$ cat src/sv/sfrs_pkg.sv
// Shared types, constants and chunk arithmetic for the flash request splitter.
`default_nettype none
package sfrs_pkg;

	localparam int ADDR_W        = 25;
	localparam int LEN_W         = 13;
	localparam int ID_W          = 24;
	localparam int OUT_ADDR_W    = 24;
	localparam int CNT_W         = 8;
	localparam int CAP_W         = 5;
	localparam int SUM_W         = ADDR_W + 1;

	localparam int PAGE_BYTES        = 256;
	localparam int SECTOR_BYTES      = 4096;
	localparam int MAX_REQUEST_BYTES = 4096;
	localparam int PAGE_W            = $clog2(PAGE_BYTES);
	localparam int MAX_RESULTS       = 64;
	localparam int N_W               = $clog2(MAX_RESULTS);
	localparam int QUEUE_DEPTH       = 2;
	localparam int QPTR_W            = $clog2(QUEUE_DEPTH);
	localparam int QCNT_W            = $clog2(QUEUE_DEPTH + 1);

	localparam logic [2:0] FN_IDENTIFY = 3'd0;
	localparam logic [2:0] FN_READ     = 3'd1;
	localparam logic [2:0] FN_WRITE    = 3'd2;
	localparam logic [2:0] FN_ERASE    = 3'd3;
	localparam logic [2:0] FN_SLEEP    = 3'd4;
	localparam logic [2:0] FN_WAKE     = 3'd5;

	localparam logic [7:0] OP_NONE    = 8'h00;
	localparam logic [7:0] OP_READ    = 8'h03;
	localparam logic [7:0] OP_PROGRAM = 8'h02;
	localparam logic [7:0] OP_ERASE   = 8'h20;
	localparam logic [7:0] OP_SLEEP   = 8'hB9;
	localparam logic [7:0] OP_WAKE    = 8'hAB;

	localparam logic [1:0] ST_OK      = 2'd0;
	localparam logic [1:0] ST_NODEV   = 2'd1;
	localparam logic [1:0] ST_RANGE   = 2'd2;
	localparam logic [1:0] ST_UNSUPP  = 2'd3;

	localparam logic [7:0]      CAP_MIN     = 8'h10;
	localparam logic [7:0]      CAP_MAX     = 8'h19;
	localparam logic [ID_W-1:0] ID_ALL_ONES = 24'hFFFFFF;
	localparam logic [CNT_W-1:0] CHUNK_RESET = 8'd192;
	localparam logic [CNT_W-1:0] CHUNK_MAX   = 8'd252;

	typedef enum logic [1:0] {
		K_STATUS,
		K_SINGLE,
		K_READ,
		K_WRITE
	} kind_t;

	typedef enum logic [1:0] {
		F_IDLE,
		F_CLASS,
		F_COUNT,
		F_PUSH
	} front_state_t;

	typedef struct packed {
		kind_t             kind;
		logic [7:0]        opcode;
		logic [ADDR_W-1:0] address;
		logic [LEN_W-1:0]  length;
		logic              flag;
		logic [1:0]        status;
		logic [CAP_W-1:0]  size_log2;
	} desc_t;

	typedef struct packed {
		logic                  has_transaction;
		logic [7:0]            opcode;
		logic [OUT_ADDR_W-1:0] address_out;
		logic [CNT_W-1:0]      byte_count;
		logic                  write_enable_first;
		logic                  wait_ready_after;
		logic [1:0]            status;
		logic                  last;
		logic [CAP_W-1:0]      size_log2_out;
	} res_t;

	function automatic logic [CNT_W-1:0] eff_limit(input logic [CNT_W-1:0] raw);
		logic [CNT_W-1:0] l;
		l = raw;
		if (l == '0)
			l = CNT_W'(1);
		if (l > CHUNK_MAX)
			l = CHUNK_MAX;
		return l;
	endfunction

	function automatic logic [CNT_W-1:0] chunk_len(
		input logic [ADDR_W-1:0] addr,
		input logic [LEN_W-1:0]  rem,
		input logic              is_write,
		input logic [CNT_W-1:0]  lim
	);
		logic [LEN_W-1:0] space;
		logic [LEN_W-1:0] c;
		space = LEN_W'(PAGE_BYTES) - LEN_W'(addr[PAGE_W-1:0]);
		c = rem;
		if (is_write && c > space)
			c = space;
		if (c > LEN_W'(lim))
			c = LEN_W'(lim);
		return c[CNT_W-1:0];
	endfunction

endpackage
`default_nettype wire

$ cat src/sv/sfrs_front.sv
// Front end: accepts requests, checks and classifies them, counts transfer chunks.
`default_nettype none
module sfrs_front (
	input  wire logic                          clk,
	input  wire logic                          arst_n,
	input  wire logic                          push,
	output logic                               full,
	input  wire logic [2:0]                    func,
	input  wire logic [sfrs_pkg::ADDR_W-1:0]   address,
	input  wire logic [sfrs_pkg::LEN_W-1:0]    length,
	input  wire logic [sfrs_pkg::ID_W-1:0]     id_value,
	input  wire logic [sfrs_pkg::CNT_W-1:0]    lim,
	output logic                               q_push,
	output sfrs_pkg::desc_t                    q_data,
	input  wire logic                          q_full
);
	import sfrs_pkg::*;

	front_state_t      state_q, state_d;
	logic [CAP_W-1:0]  cap_q, cap_d;
	logic [2:0]        func_q;
	logic [ADDR_W-1:0] addr_q;
	logic [LEN_W-1:0]  len_q;
	logic [ID_W-1:0]   id_q;
	desc_t             desc_q, desc_d;
	logic [ADDR_W-1:0] walk_addr_q, walk_addr_d;
	logic [LEN_W-1:0]  walk_rem_q, walk_rem_d;
	logic [N_W-1:0]    walk_n_q, walk_n_d;

	logic              accept;
	logic              range_bad;
	logic              erase_bad;
	logic [SUM_W-1:0]  cap_bytes;
	logic [CNT_W-1:0]  step_c;
	logic [LEN_W-1:0]  step_rem;

	assign full      = (state_q != F_IDLE);
	assign accept    = push && !full;
	assign q_data    = desc_q;
	assign cap_bytes = SUM_W'(1) << cap_q;
	assign range_bad = (len_q > LEN_W'(MAX_REQUEST_BYTES)) ||
		((SUM_W'(addr_q) + SUM_W'(len_q)) > cap_bytes);
	assign erase_bad = SUM_W'(addr_q) >= cap_bytes;
	assign step_c    = chunk_len(walk_addr_q, walk_rem_q, desc_q.kind == K_WRITE, lim);
	assign step_rem  = walk_rem_q - LEN_W'(step_c);

	always_ff @(posedge clk or negedge arst_n) begin
		if (!arst_n) begin
			state_q <= F_IDLE;
			cap_q   <= '0;
		end else begin
			state_q <= state_d;
			cap_q   <= cap_d;
		end
	end

	always_ff @(posedge clk) begin
		if (accept) begin
			func_q <= func;
			addr_q <= address;
			len_q  <= length;
			id_q   <= id_value;
		end
		desc_q      <= desc_d;
		walk_addr_q <= walk_addr_d;
		walk_rem_q  <= walk_rem_d;
		walk_n_q    <= walk_n_d;
	end

	always_comb begin
		state_d     = state_q;
		cap_d       = cap_q;
		desc_d      = desc_q;
		walk_addr_d = walk_addr_q;
		walk_rem_d  = walk_rem_q;
		walk_n_d    = walk_n_q;
		q_push      = 1'b0;
		unique case (state_q)
			F_IDLE: begin
				if (accept)
					state_d = F_CLASS;
			end
			F_CLASS: begin
				desc_d.kind      = K_STATUS;
				desc_d.opcode    = OP_NONE;
				desc_d.address   = '0;
				desc_d.length    = '0;
				desc_d.flag      = 1'b0;
				desc_d.status    = ST_OK;
				desc_d.size_log2 = cap_q;
				state_d          = F_PUSH;
				unique case (func_q) inside
					FN_IDENTIFY: begin
						if (id_q == '0 || id_q == ID_ALL_ONES) begin
							cap_d         = '0;
							desc_d.status = ST_NODEV;
						end else if (id_q[7:0] >= CAP_MIN && id_q[7:0] <= CAP_MAX) begin
							cap_d         = id_q[CAP_W-1:0];
							desc_d.status = ST_OK;
						end else begin
							cap_d         = '0;
							desc_d.status = ST_UNSUPP;
						end
						desc_d.size_log2 = cap_d;
					end
					FN_READ, FN_WRITE: begin
						if (cap_q == '0) begin
							desc_d.status = ST_NODEV;
						end else if (range_bad) begin
							desc_d.status = ST_RANGE;
						end else if (len_q != '0) begin
							desc_d.kind    = (func_q == FN_WRITE) ? K_WRITE : K_READ;
							desc_d.address = addr_q;
							desc_d.length  = len_q;
							walk_addr_d    = addr_q;
							walk_rem_d     = len_q;
							walk_n_d       = '0;
							state_d        = F_COUNT;
						end
					end
					FN_ERASE: begin
						if (cap_q == '0) begin
							desc_d.status = ST_NODEV;
						end else if (erase_bad) begin
							desc_d.status = ST_RANGE;
						end else begin
							desc_d.kind    = K_SINGLE;
							desc_d.opcode  = OP_ERASE;
							desc_d.address = addr_q & ~ADDR_W'(SECTOR_BYTES - 1);
							desc_d.flag    = 1'b1;
						end
					end
					FN_SLEEP: begin
						desc_d.kind   = K_SINGLE;
						desc_d.opcode = OP_SLEEP;
					end
					FN_WAKE: begin
						desc_d.kind   = K_SINGLE;
						desc_d.opcode = OP_WAKE;
					end
					default: begin
						state_d = F_IDLE;
					end
				endcase
			end
			F_COUNT: begin
				walk_addr_d = walk_addr_q + ADDR_W'(step_c);
				walk_rem_d  = step_rem;
				walk_n_d    = walk_n_q + N_W'(1);
				if (step_rem == '0) begin
					state_d = F_PUSH;
				end else if (walk_n_q == N_W'(MAX_RESULTS - 1)) begin
					desc_d.kind    = K_STATUS;
					desc_d.address = '0;
					desc_d.length  = '0;
					desc_d.status  = ST_RANGE;
					state_d        = F_PUSH;
				end
			end
			F_PUSH: begin
				if (!q_full) begin
					q_push  = 1'b1;
					state_d = F_IDLE;
				end
			end
			default: begin
				state_d = F_IDLE;
			end
		endcase
	end

endmodule
`default_nettype wire

$ cat src/sv/sfrs_queue.sv
// Short descriptor queue between the front end and the back end.
`default_nettype none
module sfrs_queue (
	input  wire logic             clk,
	input  wire logic             arst_n,
	input  wire logic             push,
	input  wire sfrs_pkg::desc_t  push_data,
	output logic                  full,
	input  wire logic             pop,
	output sfrs_pkg::desc_t       pop_data,
	output logic                  empty
);
	import sfrs_pkg::*;

	desc_t             mem_q [QUEUE_DEPTH];
	logic [QPTR_W-1:0] wr_ptr_q;
	logic [QPTR_W-1:0] rd_ptr_q;
	logic [QCNT_W-1:0] count_q;
	logic              do_push;
	logic              do_pop;

	assign full     = (count_q == QCNT_W'(QUEUE_DEPTH));
	assign empty    = (count_q == '0);
	assign do_push  = push && !full;
	assign do_pop   = pop && !empty;
	assign pop_data = mem_q[rd_ptr_q];

	always_ff @(posedge clk or negedge arst_n) begin
		if (!arst_n) begin
			wr_ptr_q <= '0;
			rd_ptr_q <= '0;
			count_q  <= '0;
		end else begin
			if (do_push)
				wr_ptr_q <= (wr_ptr_q == QPTR_W'(QUEUE_DEPTH - 1)) ? '0 : wr_ptr_q + QPTR_W'(1);
			if (do_pop)
				rd_ptr_q <= (rd_ptr_q == QPTR_W'(QUEUE_DEPTH - 1)) ? '0 : rd_ptr_q + QPTR_W'(1);
			if (do_push && !do_pop)
				count_q <= count_q + QCNT_W'(1);
			else if (do_pop && !do_push)
				count_q <= count_q - QCNT_W'(1);
		end
	end

	always_ff @(posedge clk) begin
		if (do_push)
			mem_q[wr_ptr_q] <= push_data;
	end

endmodule
`default_nettype wire

$ cat src/sv/sfrs_back.sv
// Back end: walks descriptors into command transactions and holds the result register.
`default_nettype none
module sfrs_back (
	input  wire logic                        clk,
	input  wire logic                        arst_n,
	input  wire logic [sfrs_pkg::CNT_W-1:0]  lim,
	output logic                             q_pop,
	input  wire sfrs_pkg::desc_t             q_data,
	input  wire logic                        q_empty,
	output sfrs_pkg::res_t                   res,
	output logic                             empty,
	input  wire logic                        pop
);
	import sfrs_pkg::*;

	logic              active_q;
	desc_t             cur_q;
	logic [ADDR_W-1:0] addr_q;
	logic [LEN_W-1:0]  rem_q;
	logic              out_valid_q;
	res_t              out_q;

	logic              emit;
	logic              is_write;
	logic [CNT_W-1:0]  c;
	logic [LEN_W-1:0]  rem_next;
	res_t              res_d;

	assign q_pop    = !active_q && !q_empty;
	assign emit     = active_q && (!out_valid_q || pop);
	assign is_write = (cur_q.kind == K_WRITE);
	assign c        = chunk_len(addr_q, rem_q, is_write, lim);
	assign rem_next = rem_q - LEN_W'(c);
	assign res      = out_q;
	assign empty    = !out_valid_q;

	always_comb begin
		res_d               = '0;
		res_d.size_log2_out = cur_q.size_log2;
		res_d.last          = 1'b1;
		unique case (cur_q.kind) inside
			K_STATUS: begin
				res_d.status = cur_q.status;
			end
			K_SINGLE: begin
				res_d.has_transaction    = 1'b1;
				res_d.opcode             = cur_q.opcode;
				res_d.address_out        = cur_q.address[OUT_ADDR_W-1:0];
				res_d.write_enable_first = cur_q.flag;
				res_d.wait_ready_after   = cur_q.flag;
			end
			K_READ, K_WRITE: begin
				res_d.has_transaction    = 1'b1;
				res_d.opcode             = is_write ? OP_PROGRAM : OP_READ;
				res_d.address_out        = addr_q[OUT_ADDR_W-1:0];
				res_d.byte_count         = c;
				res_d.write_enable_first = is_write;
				res_d.wait_ready_after   = is_write;
				res_d.last               = (rem_next == '0);
			end
			default: begin
				res_d.status = cur_q.status;
			end
		endcase
	end

	always_ff @(posedge clk or negedge arst_n) begin
		if (!arst_n) begin
			active_q    <= 1'b0;
			out_valid_q <= 1'b0;
		end else begin
			if (q_pop)
				active_q <= 1'b1;
			else if (emit && res_d.last)
				active_q <= 1'b0;
			if (emit)
				out_valid_q <= 1'b1;
			else if (pop)
				out_valid_q <= 1'b0;
		end
	end

	always_ff @(posedge clk) begin
		if (q_pop) begin
			cur_q  <= q_data;
			addr_q <= q_data.address;
			rem_q  <= q_data.length;
		end else if (emit) begin
			addr_q <= addr_q + ADDR_W'(c);
			rem_q  <= rem_next;
		end
		if (emit)
			out_q <= res_d;
	end

endmodule
`default_nettype wire

$ cat src/sv/spi_nor_flash_request_splitter_unit.sv
// Top level: serial NOR flash request splitter, front end, descriptor queue, back end.
// Flow: the front end classifies an accepted request, counts the chunks of a read or write,
// and hands the descriptor to the queue; the back end loads it, then one result per cycle
// while pop keeps up. The front end takes no new request until its descriptor is pushed;
// a page-aligned 4096-byte write at chunk_limit 192 splits into 32 chunks.
// Reset: clears all control state, chunk_limit returns to 192, capacity to no device.
`default_nettype none
module spi_nor_flash_request_splitter_unit (
	input  wire logic                              clk,
	input  wire logic                              arst_n,
	input  wire logic                              push,
	output logic                                   full,
	input  wire logic [2:0]                        func,
	input  wire logic [sfrs_pkg::ADDR_W-1:0]       address,
	input  wire logic [sfrs_pkg::LEN_W-1:0]        length,
	input  wire logic [sfrs_pkg::ID_W-1:0]         id_value,
	output logic                                   empty,
	input  wire logic                              pop,
	output logic                                   has_transaction,
	output logic [7:0]                             opcode,
	output logic [sfrs_pkg::OUT_ADDR_W-1:0]        address_out,
	output logic [sfrs_pkg::CNT_W-1:0]             byte_count,
	output logic                                   write_enable_first,
	output logic                                   wait_ready_after,
	output logic [1:0]                             status,
	output logic                                   last,
	output logic [sfrs_pkg::CAP_W-1:0]             size_log2_out,
	input  wire logic                              cfg_wr_en,
	input  wire logic [sfrs_pkg::CNT_W-1:0]        cfg_wr_data
);
	import sfrs_pkg::*;

	logic [CNT_W-1:0] chunk_limit_q;
	logic [CNT_W-1:0] lim;
	logic             q_push;
	logic             q_full;
	logic             q_pop;
	logic             q_empty;
	desc_t            q_in;
	desc_t            q_out;
	res_t             res;

	always_ff @(posedge clk or negedge arst_n) begin
		if (!arst_n)
			chunk_limit_q <= CHUNK_RESET;
		else if (cfg_wr_en)
			chunk_limit_q <= cfg_wr_data;
	end

	assign lim = eff_limit(chunk_limit_q);

	sfrs_front u_front (
		.clk      (clk),
		.arst_n   (arst_n),
		.push     (push),
		.full     (full),
		.func     (func),
		.address  (address),
		.length   (length),
		.id_value (id_value),
		.lim      (lim),
		.q_push   (q_push),
		.q_data   (q_in),
		.q_full   (q_full)
	);

	sfrs_queue u_queue (
		.clk       (clk),
		.arst_n    (arst_n),
		.push      (q_push),
		.push_data (q_in),
		.full      (q_full),
		.pop       (q_pop),
		.pop_data  (q_out),
		.empty     (q_empty)
	);

	sfrs_back u_back (
		.clk     (clk),
		.arst_n  (arst_n),
		.lim     (lim),
		.q_pop   (q_pop),
		.q_data  (q_out),
		.q_empty (q_empty),
		.res     (res),
		.empty   (empty),
		.pop     (pop)
	);

	assign has_transaction    = res.has_transaction;
	assign opcode             = res.opcode;
	assign address_out        = res.address_out;
	assign byte_count         = res.byte_count;
	assign write_enable_first = res.write_enable_first;
	assign wait_ready_after   = res.wait_ready_after;
	assign status             = res.status;
	assign last               = res.last;
	assign size_log2_out      = res.size_log2_out;

endmodule
`default_nettype wire
$ cat config.mk
export PLATFORM = sky130hd
export DESIGN_NAME = spi_nor_flash_request_splitter_unit
export DESIGN_NICKNAME = d
export VERILOG_FILES = /design/src/sv/sfrs_pkg.sv /design/src/sv/sfrs_front.sv /design/src/sv/sfrs_queue.sv /design/src/sv/sfrs_back.sv /design/src/sv/spi_nor_flash_request_splitter_unit.sv
export SDC_FILE = /design/constraint.sdc
export NUM_CORES = 1
export LEC_CHECK = 0
export ABC_AREA = 1
export BUFFER_PORTS_ARGS = -buffer_cell sky130_fd_sc_hd__buf_2
export CAP_MARGIN = 30
export CELL_PAD_IN_SITES_DETAIL_PLACEMENT = 0
export CELL_PAD_IN_SITES_GLOBAL_PLACEMENT = 2
export CORE_MARGIN = 2
export CORE_UTILIZATION = 40
export CTS_CLUSTER_DIAMETER = 50
export DETAILED_ROUTE_END_ITERATION = 6
export GPL_TIMING_DRIVEN = 0
export PLACE_DENSITY_LB_ADDON = 0.05
export SLEW_MARGIN = 20
export SYNTH_ARGS = -nofsm -noshare
export SYNTH_HDL_FRONTEND = slang
export SYNTH_SLANG_ARGS = --single-unit
$ cat constraint.sdc
create_clock -name clk -period 10.7 [get_ports clk]
set_clock_uncertainty 0.15 [all_clocks]
set_input_delay 1.07 -clock clk [delete_from_list [all_inputs] [get_ports clk]]
set_output_delay 1.07 -clock clk [all_outputs]
set_load 0.005 [all_outputs]
==> results of run 1 <==
[through the flow]
step / instance area, um^2 / cells / setup WS, ns / utilization / power [mW]
finish: 23900 / 3009 / 3.29 / 0.467 / 7.58
global route: 23900 / 3009 / 2.55 / 0.467 / 8.23
CTS: 23900 / 3009 / 3.16 / 0.467 / 7.69
detailed placement: 22300 / 2922 / 3.20 / 0.437 / 6.12
global placement: 22100 / 2914 / 2.78 / 0.433 / 6.04
floorplan: 20600 / 2106 / 4.40 / - / 4.98
[how the worst min path moves through the flow]
stage,from,to,depth (start not counted)
finish,u_back.cur_q[1],u_back.res[1],0
floorplan,u_back.cur_q[0],u_back.res[0],0
global placement,u_back.cur_q[2],u_back.res[2],0
detailed placement,u_back.cur_q[2],u_back.res[2],0
global route,u_front.q_data[20],u_queue.mem_q[0][20],0
CTS,u_front.q_data[18],u_queue.mem_q[0][18],0
[layer usage]
layer | vias up | wire length [um] | track usage | part of all wire
li1 | 7591 | - | - | -
met1 | 6851 | 25200 | 0.282 | 0.48
met2 | 262 | 24100 | 0.323 | 0.46
met3 | 72 | 1960 | 0.0240 | 0.037
met4 | 0 | 1110 | 0.0536 | 0.021
met5 | - | 0 | 0 | 0
[area by class of cell]
cell class,count,share of cell area
Inverter,250,0.0394
Clock inverter,32,0.0113
Multi-Input combinational cell,1416,0.332
Clock buffer,55,0.0527
Tap cell,680,0.0356
Timing Repair Buffer,136,0.0351
Buffer,52,0.0102
Sequential cell,388,0.484
[cell usage after synthesis, types with 7 or more instances]
cell,count,share of area
edfxtp_1,367,0.53
inv_1,240,0.044
inv_2,7,0.0013
nor2_2,10,0.0030
xor2_1,44,0.019
xnor2_1,14,0.0059
nor2_1,152,0.028
nor4_1,11,0.0033
a21oi_1,89,0.022
nand4_1,35,0.011
nand3_1,120,0.029
clkbuf_1,32,0.0058
a31oi_1,23,0.0070
o211ai_1,7,0.0025
o21ai_0,115,0.028
nand2_1,534,0.097
ha_1,138,0.084
dfrtp_1,19,0.023
o21ai_2,11,0.0047
o21ai_1,12,0.0029
nand2_2,8,0.0024
nor3_1,33,0.0080
buf_2,8,0.0019
[logic make-up after synthesis]
group	count (synthesis)	synth area share
DFF	388	0.560
xor gates and xnor gates	58	0.0246
AOI/OAI and AO/OA	285	0.0774
adders and majority gates	143	0.0886
other	1	0.000182
buffers and inverters	302	0.0571
and+or+nand+nor	927	0.192
muxes	1	0.000546
[power groups by stage]
stage               combinational (mW)  sequential, mW  clock [mW]
floorplan                         2.25            2.73           0
global placement                  3.18            2.86           0
detailed placement                3.28            2.84           0
CTS                               3.30            2.82        1.58
global route                      3.72            2.87        1.64
finish                            3.24            2.81        1.54
[registers in the layout, summed over array words and instances, names as in the netlist, named ones only]
name,cells
u_front.walk_addr_q,8
u_front.addr_q,25
u_queue.mem_q,102
u_queue.count_q,2
u_queue.rd_ptr_q,1
u_front.q_data,51
u_back.rem_q,13
u_back.cur_q,38
u_back.out_valid_q,1
u_front.func_q,3
u_front.len_q,13
u_back.active_q,1
u_front.state_q,1
u_front.walk_rem_q,13
u_front.walk_n_q,6
u_queue.wr_ptr_q,1
u_back.addr_q,24
chunk_limit_q,8
u_back.res,47
u_front.cap_q,5
u_front.id_q,24
==> impl_metrics.tcl, run 1 <==
set metrics [dict create \
    setup-tns-final_ns 0 \
    ff_latch_area_mm2 0.0115 \
    grt_overflow 0 \
    grt_pass1_wl_um 81300 \
    reg2reg_from "u_front.walk_addr_q[0]" \
    final_common_cell "nand2_1" \
    critical_path_required_ns 10.74 \
    fmax_mhz 135 \
    diodes 0 \
    slowest_delay_ns 0.64 \
    cts_tree "built" \
    critical_path.top_delay_family "simple AND/OR/NAND/NOR gates" \
    r2r_cells 41 \
    setup_viol 0 \
    drv_cap 0 \
    status "finished, final reports clean" \
    cts_setup_buffers 0 \
    wl_um 52400 \
    hold_path_class "flop to flop" \
    rsz0062_at_grt "no" \
    avgRoutedWirePerCell_um 17.4 \
    multi_input_area_mm2 0.00793 \
    grt_pass1_vias 14400 \
    clk_pin_slew_ns 0.06 \
    synth_seq_cells 388 \
    avgSynthCellArea_um2 9.80 \
    max_slew_margin 0.431 \
    cts_max_level 2 \
    slew_viol_final 0 \
    die_area_mm2 0.0534 \
    clk_latency_ns 0.58 \
    start_util 0.404 \
    ys_seq_area_frac 0.560 \
    r2r_slack_ns 3.29 \
    grt_max_degree 59 \
    synth_edf_count 367 \
    critPathSlowestCell "o21ai_0" \
    min_period_ns 7.41 \
    hold_buffers 0 \
    cp_max_fo 41 \
    nNetsFinal 2512 \
    hold_slack_ns 0.271 \
    critPathArrivalTime_ns 7.45 \
    cp_num_cells 41 \
    final_cell_mix "533 x nand2_1, 367 x edfxtp_1, 237 x inv_1" \
    pwr-share-clk 0.203 \
    hold_viol 0 \
    io-pin-count 131 \
    p_switching_mw 3.12 \
    cp-end-kind "flop" \
    syn_area_mm2 0.0206 \
    p_int_mw 4.46 \
    pwr-share-comb 0.427 \
    async_flop_share 0.0541 \
    gp_congestion 0.917 \
    crit_path_start_kind "flop" \
    root_buffer "clkbuf_16" \
    path_buf_inv 6 \
    core_mm2 0.0511 \
    io_buffers 128 \
    critical_path.startpoint "u_front.walk_addr_q[0]" \
    p_sw_frac 0.412 \
    p_per_area_mw_per_mm2 318 \
    firstDrtPassIters 5 \
    row_count 83 \
    numCtsBuffers 47 \
    route.detailed.drc 0 \
    hpwl_um 41500 \
    nFillCells 4904 \
    netlist_instances 2105 \
    postRouteAntennaNets 0 \
    worstMarginPinSlew_ns 0.854 \
    cp-endpoint "u_front.q_data[18]" \
    fin_crit_sh 0.692 \
    pwr-share-seq 0.370 \
    drive_above_1_share 0.125 \
    synth_cell_types 54 \
    cellLeakagePower_nw 10.1 \
    antenna_found_initial 0 \
    viasPerCell 4.91 \
    synthFlopType "edfxtp_1" \
    area_growth_syn_to_layout_pct 15.8 \
    die_h_um 231 \
    crit_top_cell "nand2_1" \
    ir_drop_v 0.000142 \
    crit_type "flop to flop" \
    dieWidth_um 231 \
    grt_use_total 0.199 \
    clock-sinks 388 \
    r2r_end "u_front.q_data[18]" \
    yosysWarnings 0 \
    clockBufferDepth 3 \
    dr_total_vias 14800 \
    cts.repair.resized 0 \
    drt-initial-drc-count 855 \
]
Note: power is estimated with default switching activity, not from simulation.
==> inputs of run 2 (changes only) <==
--- a/config.mk
+++ b/config.mk
@@ -5,13 +5,13 @@
 export SDC_FILE = /design/constraint.sdc
 export NUM_CORES = 1
 export LEC_CHECK = 0
-export ABC_AREA = 1
+export ABC_AREA = 0
 export BUFFER_PORTS_ARGS = -buffer_cell sky130_fd_sc_hd__buf_2
 export CAP_MARGIN = 30
 export CELL_PAD_IN_SITES_DETAIL_PLACEMENT = 0
 export CELL_PAD_IN_SITES_GLOBAL_PLACEMENT = 2
 export CORE_MARGIN = 2
-export CORE_UTILIZATION = 40
+export CORE_UTILIZATION = 38
 export CTS_CLUSTER_DIAMETER = 50
 export DETAILED_ROUTE_END_ITERATION = 6
 export GPL_TIMING_DRIVEN = 0
==> constraint.sdc (replaced) <==
create_clock -name clk -period 6.5 [get_ports clk]
set_clock_uncertainty 0.15 [all_clocks]
set_input_delay 0.65 -clock clk [delete_from_list [all_inputs] [get_ports clk]]
set_output_delay 0.65 -clock clk [all_outputs]
set_load 0.005 [all_outputs]
==> run 2 against run 1 <==
  * The run now ends with setup timing left
  * Non-clock buffer count is 88 higher
  * Via count shrank 9.7%
  * Critical path depth is 6 lower
  * Sequential share of layout area down 2.0 points
  * Sequential cell count unchanged
  * Sequential power increased by 63%
  * Area after synthesis is 3.9% lower
==> impl_metrics.tcl, run 2 <==
set metrics [dict create \
    hp-start "address[22]" \
    reg2reg_from "u_front.walk_addr_q[0]" \
    instances_no_fill 2581 \
    slew_viol_final 0 \
    antenna_found_initial 1 \
    setup_ws_ns -0.431 \
    grt_pass1_wl_um 80400 \
    route.detailed.drc 0 \
    crit_path_start_kind "flop" \
    async_flop_share 0.0541 \
    hold_path_class "primary input to flop" \
    grt_pass1_vias 13700 \
    hpwl_um 38700 \
    syn_area_mm2 0.0198 \
    root_buffer "clkbuf_16" \
    fin_crit_sh 1.07 \
    r2r_end "u_front.q_data[32]" \
    dieWidth_um 232 \
    critical_path_required_ns 6.72 \
    synth_cell_types 71 \
    crit_type "flop to flop" \
    grt_overflow 0 \
    grt_use_total 0.199 \
    cellLeakagePower_nw 9.42 \
    dpl.cell_count 2399 \
    area_growth_syn_to_layout_pct 25.7 \
    synthTopCellsByArea "edfxtp_1 56%, ha_1 8.7%, mux2_2 2.8%" \
    wl_um 53300 \
    top_register "u_queue.mem_q" \
    io_buffers 128 \
    r2r_cells 35 \
    die_h_um 232 \
    fmax_mhz 144 \
    slowest_delay_ns 0.47 \
    synth_seq_cells 388 \
    viasPerCell 5.17 \
    cts_tree "built" \
    postRouteAntennaNets 0 \
    clockBufferDepth 3 \
    cp-end-kind "flop" \
    drv_cap 0 \
    final_cell_mix "367 x edfxtp_1, 131 x buf_2, 124 x nand2_1" \
    final_common_cell "edfxtp_1" \
    largest_reg_flops 102 \
    yosysTopAreaCellShare 0.556 \
    rsz0062_at_grt "yes" \
    synth_edf_count 367 \
    failed_checks "setup timing" \
    setup_viol 48 \
    drive_above_1_share 0.285 \
    ys_top_cells_by_count "367 x edfxtp_1, 138 x ha_1, 131 x nand2_1, 86 x nor2_1, 83 x o21ai_0" \
    yosysMostFrequentCell "edfxtp_1" \
    grt_max_degree 52 \
    cts_max_level 2 \
    clk_latency_ns 0.60 \
    min_period_ns 6.93 \
    drt-initial-drc-count 833 \
    cp_max_fo 6 \
    yosysWarnings 0 \
    netlist_instances 1585 \
    clk_pin_slew_ns 0.06 \
    status "finished, violations left" \
    avgRoutedWirePerCell_um 20.6 \
    synthFlopType "edfxtp_1" \
    ys_seq_area_frac 0.583 \
    nNetsFinal 2081 \
    holdPathEnd "u_front.addr_q[22]" \
    numCtsBuffers 48 \
    min_path_cells 1 \
    clock-sinks 388 \
    final_core_util 0.484 \
    place_ws_ns -1.43 \
    io-pin-count 131 \
    critPathSlowestCell "edfxtp_1" \
    die_area_mm2 0.0540 \
    row_count 83 \
    gp_congestion 0.808 \
    firstDrtPassIters 5 \
    synth.largest_area_cell "edfxtp_1" \
    p_per_area_mw_per_mm2 535 \
    worstMarginPinSlew_ns 0.872 \
    avgSynthCellArea_um2 12.5 \
    dr_total_vias 13300 \
    max_slew_margin 0.419 \
    r2r_slack_ns -0.43 \
    critPathArrivalTime_ns 7.15 \
    core_mm2 0.0514 \
    ir_drop_v 0.000249 \
    start_util 0.385 \
    hold_slack_ns 0.0756 \
    hold_viol 0 \
]
## run 2: cell count changes in the layout (fill, tap and decap cells not counted), sizes merged, moves of 22 or more
cell / before / now
o21ai: 139 / 85
nand2: 542 / 131
xnor2: 14 / 47
and2: 3 / 48
buf: 156 / 238
nand3: 124 / 45
nor2: 162 / 87
a22o: 0 / 22
mux2: 1 / 49
inv: 254 / 67
## run 2: per-layer routing
layer,vias to the layer above,share of wire,track usage
met5,-,0,0
met4,0,0.021,0.0589
met3,78,0.035,0.0248
met2,222,0.47,0.325
met1,6518,0.47,0.276
li1,6527,-,-
## run 2: through the flow
| stage | area, um^2 | TNS [ns] | power (mW) |
|---|---|---|---|
| after floorplan | 19900 | -10.70 | 7.59 |
| after global placement | 21400 | -126.01 | 9.13 |
| after detailed placement | 21500 | -94.22 | 9.20 |
| after CTS | 24200 | -18.93 | 12.8 |
| after global routing | 24900 | -39.24 | 14.2 |
| final | 24900 | -17.25 | 13.3 |
## run 2: cell families after synthesis
group           after synthesis  share of synthesized area
flops                       388                      0.583
other cells                   1                   0.000189
buf+inv                     113                     0.0232
compound gates              310                      0.103
fa+ha+maj                   143                     0.0922
simple gates                472                      0.121
mux                          70                     0.0385
xor+xnor                     88                     0.0389
## run 2: how the worst max path moves through the flow
stage,start,to,slack (ns)
final,u_front.walk_addr_q[0],u_front.q_data[32],-0.43
after global routing,u_front.walk_addr_q[0],u_front.q_data[32],-0.75
after CTS,u_front.walk_addr_q[1],u_front.q_data[32],-0.46
after detailed placement,u_back.addr_q[0],u_back.addr_q[17],-1.43
after global placement,u_front.walk_addr_q[1],u_front.q_data[44],-1.45
after floorplan,u_front.walk_addr_q[1],u_front.q_data[10],-0.26
## run 2: worst max-delay path: cells and delay by family, from the launching register on
kind / cells / cell delay [ns]
flops: 1 / 0.47
simple gates: 12 / 1.86
compound gates: 10 / 2.01
xor+xnor: 1 / 0.17
buf+inv: 7 / 0.83
fa+ha+maj: 5 / 1.19
## run 2: repair_timing
| item | CTS | global route |
|---|---|---|
| pin swaps | 58 | 48 |
| endpoints found under the hold margin | 19 | 0 |
| endpoints found under the setup margin | 87 | 82 |
| hold buffers | 1 | 0 |
| gates resized for setup | 132 | 99 |
| cloned | 5 | 1 |
| buffers inserted | 58 | 29 |
## run 2: report_power, final
| group | total [mW] | switching [mW] | internal, mW |
|---|---|---|---|
| Sequential | 4.59 | 0.567 | 4.02 |
| Clock | 2.67 | 1.10 | 1.56 |
| Combinational | 6.06 | 3.35 | 2.71 |
## run 2: area by class of cell
| class | instances | area (um^2) |
|---|---|---|
| sequential | 388 | 11500 |
| buffer | 55 | 295 |
| multi-input combinational | 1089 | 8830 |
| clock inverter | 30 | 312 |
| inverter | 57 | 214 |
| timing repair buffer | 221 | 1560 |
| antenna | 2 | 5.00 |
| tap | 680 | 851 |
| clock buffer | 59 | 1290 |
| fill | 4664 | 26500 |
==> inputs of run 3 (changes only) <==
--- a/config.mk
+++ b/config.mk
@@ -11,7 +11,7 @@
 export CELL_PAD_IN_SITES_DETAIL_PLACEMENT = 0
 export CELL_PAD_IN_SITES_GLOBAL_PLACEMENT = 2
 export CORE_MARGIN = 2
-export CORE_UTILIZATION = 38
+export CORE_UTILIZATION = 40
 export CTS_CLUSTER_DIAMETER = 50
 export DETAILED_ROUTE_END_ITERATION = 6
 export GPL_TIMING_DRIVEN = 0
==> constraint.sdc (replaced) <==
create_clock -name clk -period 7.1 [get_ports clk]
set_clock_uncertainty 0.15 [all_clocks]
set_input_delay 0.71 -clock clk [delete_from_list [all_inputs] [get_ports clk]]
set_output_delay 0.71 -clock clk [all_outputs]
set_load 0.005 [all_outputs]
==> run 3 against run 2 <==
  * Routed wire length fell by 3.6%
  * Register-to-register slack improved by 0.57 ns
  * Via count fell by 2.2%
  * Sequential cell count did not move
  * The flow now finishes without violations
  * Critical endpoint is now u_front.q_data[31]
  * Die area fell by 4.9%
  * Fmax fell by 0.37%
==> impl_metrics.tcl, run 3 (same netlist as run 2, synthesis figures left out) <==
set metrics [dict create \
    crit_type "flop to flop" \
    cts_max_level 2 \
    clk_latency_ns 0.60 \
    io_buffers 128 \
    reg2reg_from "u_front.walk_addr_q[1]" \
    critPathSlowestCell "edfxtp_1" \
    max_slew_margin 0.423 \
    slowest_delay_ns 0.44 \
    core_mm2 0.0490 \
    setup_ws_ns 0.143 \
    slew_viol_final 0 \
    min_period_ns 6.96 \
    hold_viol 0 \
    cp-end-kind "flop" \
    rsz0062_at_grt "yes" \
    cp_max_fo 7 \
    p_total_mw 11.5 \
    status "finished, final reports clean" \
    critPathArrivalTime_ns 7.17 \
    dr_total_vias 13000 \
    hpwl_um 37600 \
    io-pin-count 131 \
    grt_overflow 0 \
    root_buffer "clkbuf_16" \
    critical_path_required_ns 7.31 \
    antenna_found_initial 2 \
    fin_crit_sh 0.980 \
    largest_reg_flops 102 \
    row_count 81 \
    clock-sinks 388 \
    final_cell_mix "367 x edfxtp_1, 132 x ha_1, 130 x buf_2" \
    hp-start "length[4]" \
    drive_above_1_share 0.234 \
    min_path_cells 1 \
    r2r_end "u_front.q_data[31]" \
    nFillCells 4381 \
    place_ws_ns -1.29 \
    diodes 0 \
    cellLeakagePower_nw 9.16 \
    grt_max_degree 52 \
    grt_pass1_wl_um 77800 \
    fmax_mhz 144 \
    postRouteAntennaNets 0 \
    route.detailed.drc 0 \
    dieWidth_um 227 \
    wl_um 51400 \
    grt_use_total 0.203 \
    die_area_mm2 0.0513 \
    die_h_um 227 \
    drv_cap 0 \
    top_register "u_queue.mem_q" \
    hold_path_class "primary input to flop" \
    area_growth_syn_to_layout_pct 21.5 \
    hold_slack_ns 0.149 \
    viasPerCell 5.16 \
    nNetsFinal 2045 \
    setup_viol 0 \
    clk_pin_slew_ns 0.06 \
    final_core_util 0.492 \
    final_common_cell "edfxtp_1" \
    drt-initial-drc-count 707 \
    start_util 0.405 \
    crit_path_start_kind "flop" \
    ir_drop_v 0.000294 \
    worstMarginPinSlew_ns 0.865 \
    clockBufferDepth 3 \
    r2r_slack_ns 0.14 \
    setup-tns-final_ns 0 \
    grt_pass1_vias 13100 \
    p_per_area_mw_per_mm2 476 \
    cts_tree "built" \
    gp_congestion 0.832 \
    r2r_cells 35 \
    holdPathEnd "u_front.len_q[4]" \
    numCtsBuffers 48 \
    firstDrtPassIters 5 \
    crit_top_cell "buf_6" \
    avgRoutedWirePerCell_um 20.3 \
]
==> run 3: final cells by class <==
class                      count  area, um^2  area share
buffer                        54         269      0.0112
timing repair buffer         187        1180      0.0492
inverter                      57         214     0.00889
multi-input combinational   1088        8330       0.346
sequential                   388       11500       0.480
tap                          664         831      0.0345
clock inverter                33         422      0.0175
clock buffer                  56        1270      0.0529
==> run 3: worst max-delay path, delay by kind of cell, from the launching register on <==
family / cells / cell delay, ns
AO/OA/AOI/OAI: 11 / 2.18
XOR/XNOR: 2 / 0.35
adder cells (fa/ha/maj): 5 / 1.25
buffers and inverters: 8 / 1.03
flip-flops: 1 / 0.44
AND/OR/NAND/NOR: 9 / 1.30
==> run 3: worst max path at each step <==
stage / startpoint / to / slack [ns] / depth (start not counted)
finish: u_front.walk_addr_q[1] / u_front.q_data[31] / 0.14 / 35
CTS: u_back.addr_q[4] / u_back.rem_q[11] / 0.03 / 34
floorplan: u_front.walk_addr_q[0] / u_front.q_data[10] / 0.12 / 33
global route: u_front.walk_addr_q[1] / u_front.q_data[19] / -0.11 / 33
global placement: u_front.walk_addr_q[0] / u_front.q_data[44] / -1.33 / 33
detailed placement: u_front.walk_addr_q[0] / u_front.q_data[37] / -1.29 / 33
==> run 3: through the flow <==
stage	std cells	instance area (um^2)
after floorplan	1586	19800
after global placement	2378	21300
after detailed placement	2383	21400
after CTS	2502	23600
after global routing	2527	24100
final	2527	24100
==> run 3: power breakdown <==
| part | leakage, nW | internal (mW) | total [mW] | switching, mW |
|---|---|---|---|---|
| Combinational | 4.60 | 1.96 | 4.72 | 2.76 |
| Clock | 0.828 | 1.56 | 2.56 | 0.999 |
| Sequential | 3.73 | 3.68 | 4.17 | 0.488 |
| Total | 9.16 | 7.20 | 11.5 | 4.25 |
==> run 3: layer usage <==
metal	wire length (um)	track usage	share of wire
met2	24200	0.328	0.47
met4	1060	0.0569	0.021
met1	24200	0.284	0.47
met5	0	0	0
met3	1940	0.0298	0.038
==> run 3: what timing repair did <==
action	4_1_cts	5_1_grt
setup buffers	27	24
setup endpoints to repair	77	66
pin swaps	15	40
hold buffers	1	0
gates resized for setup	51	73
gates cloned	3	0
hold endpoints to repair	11	0
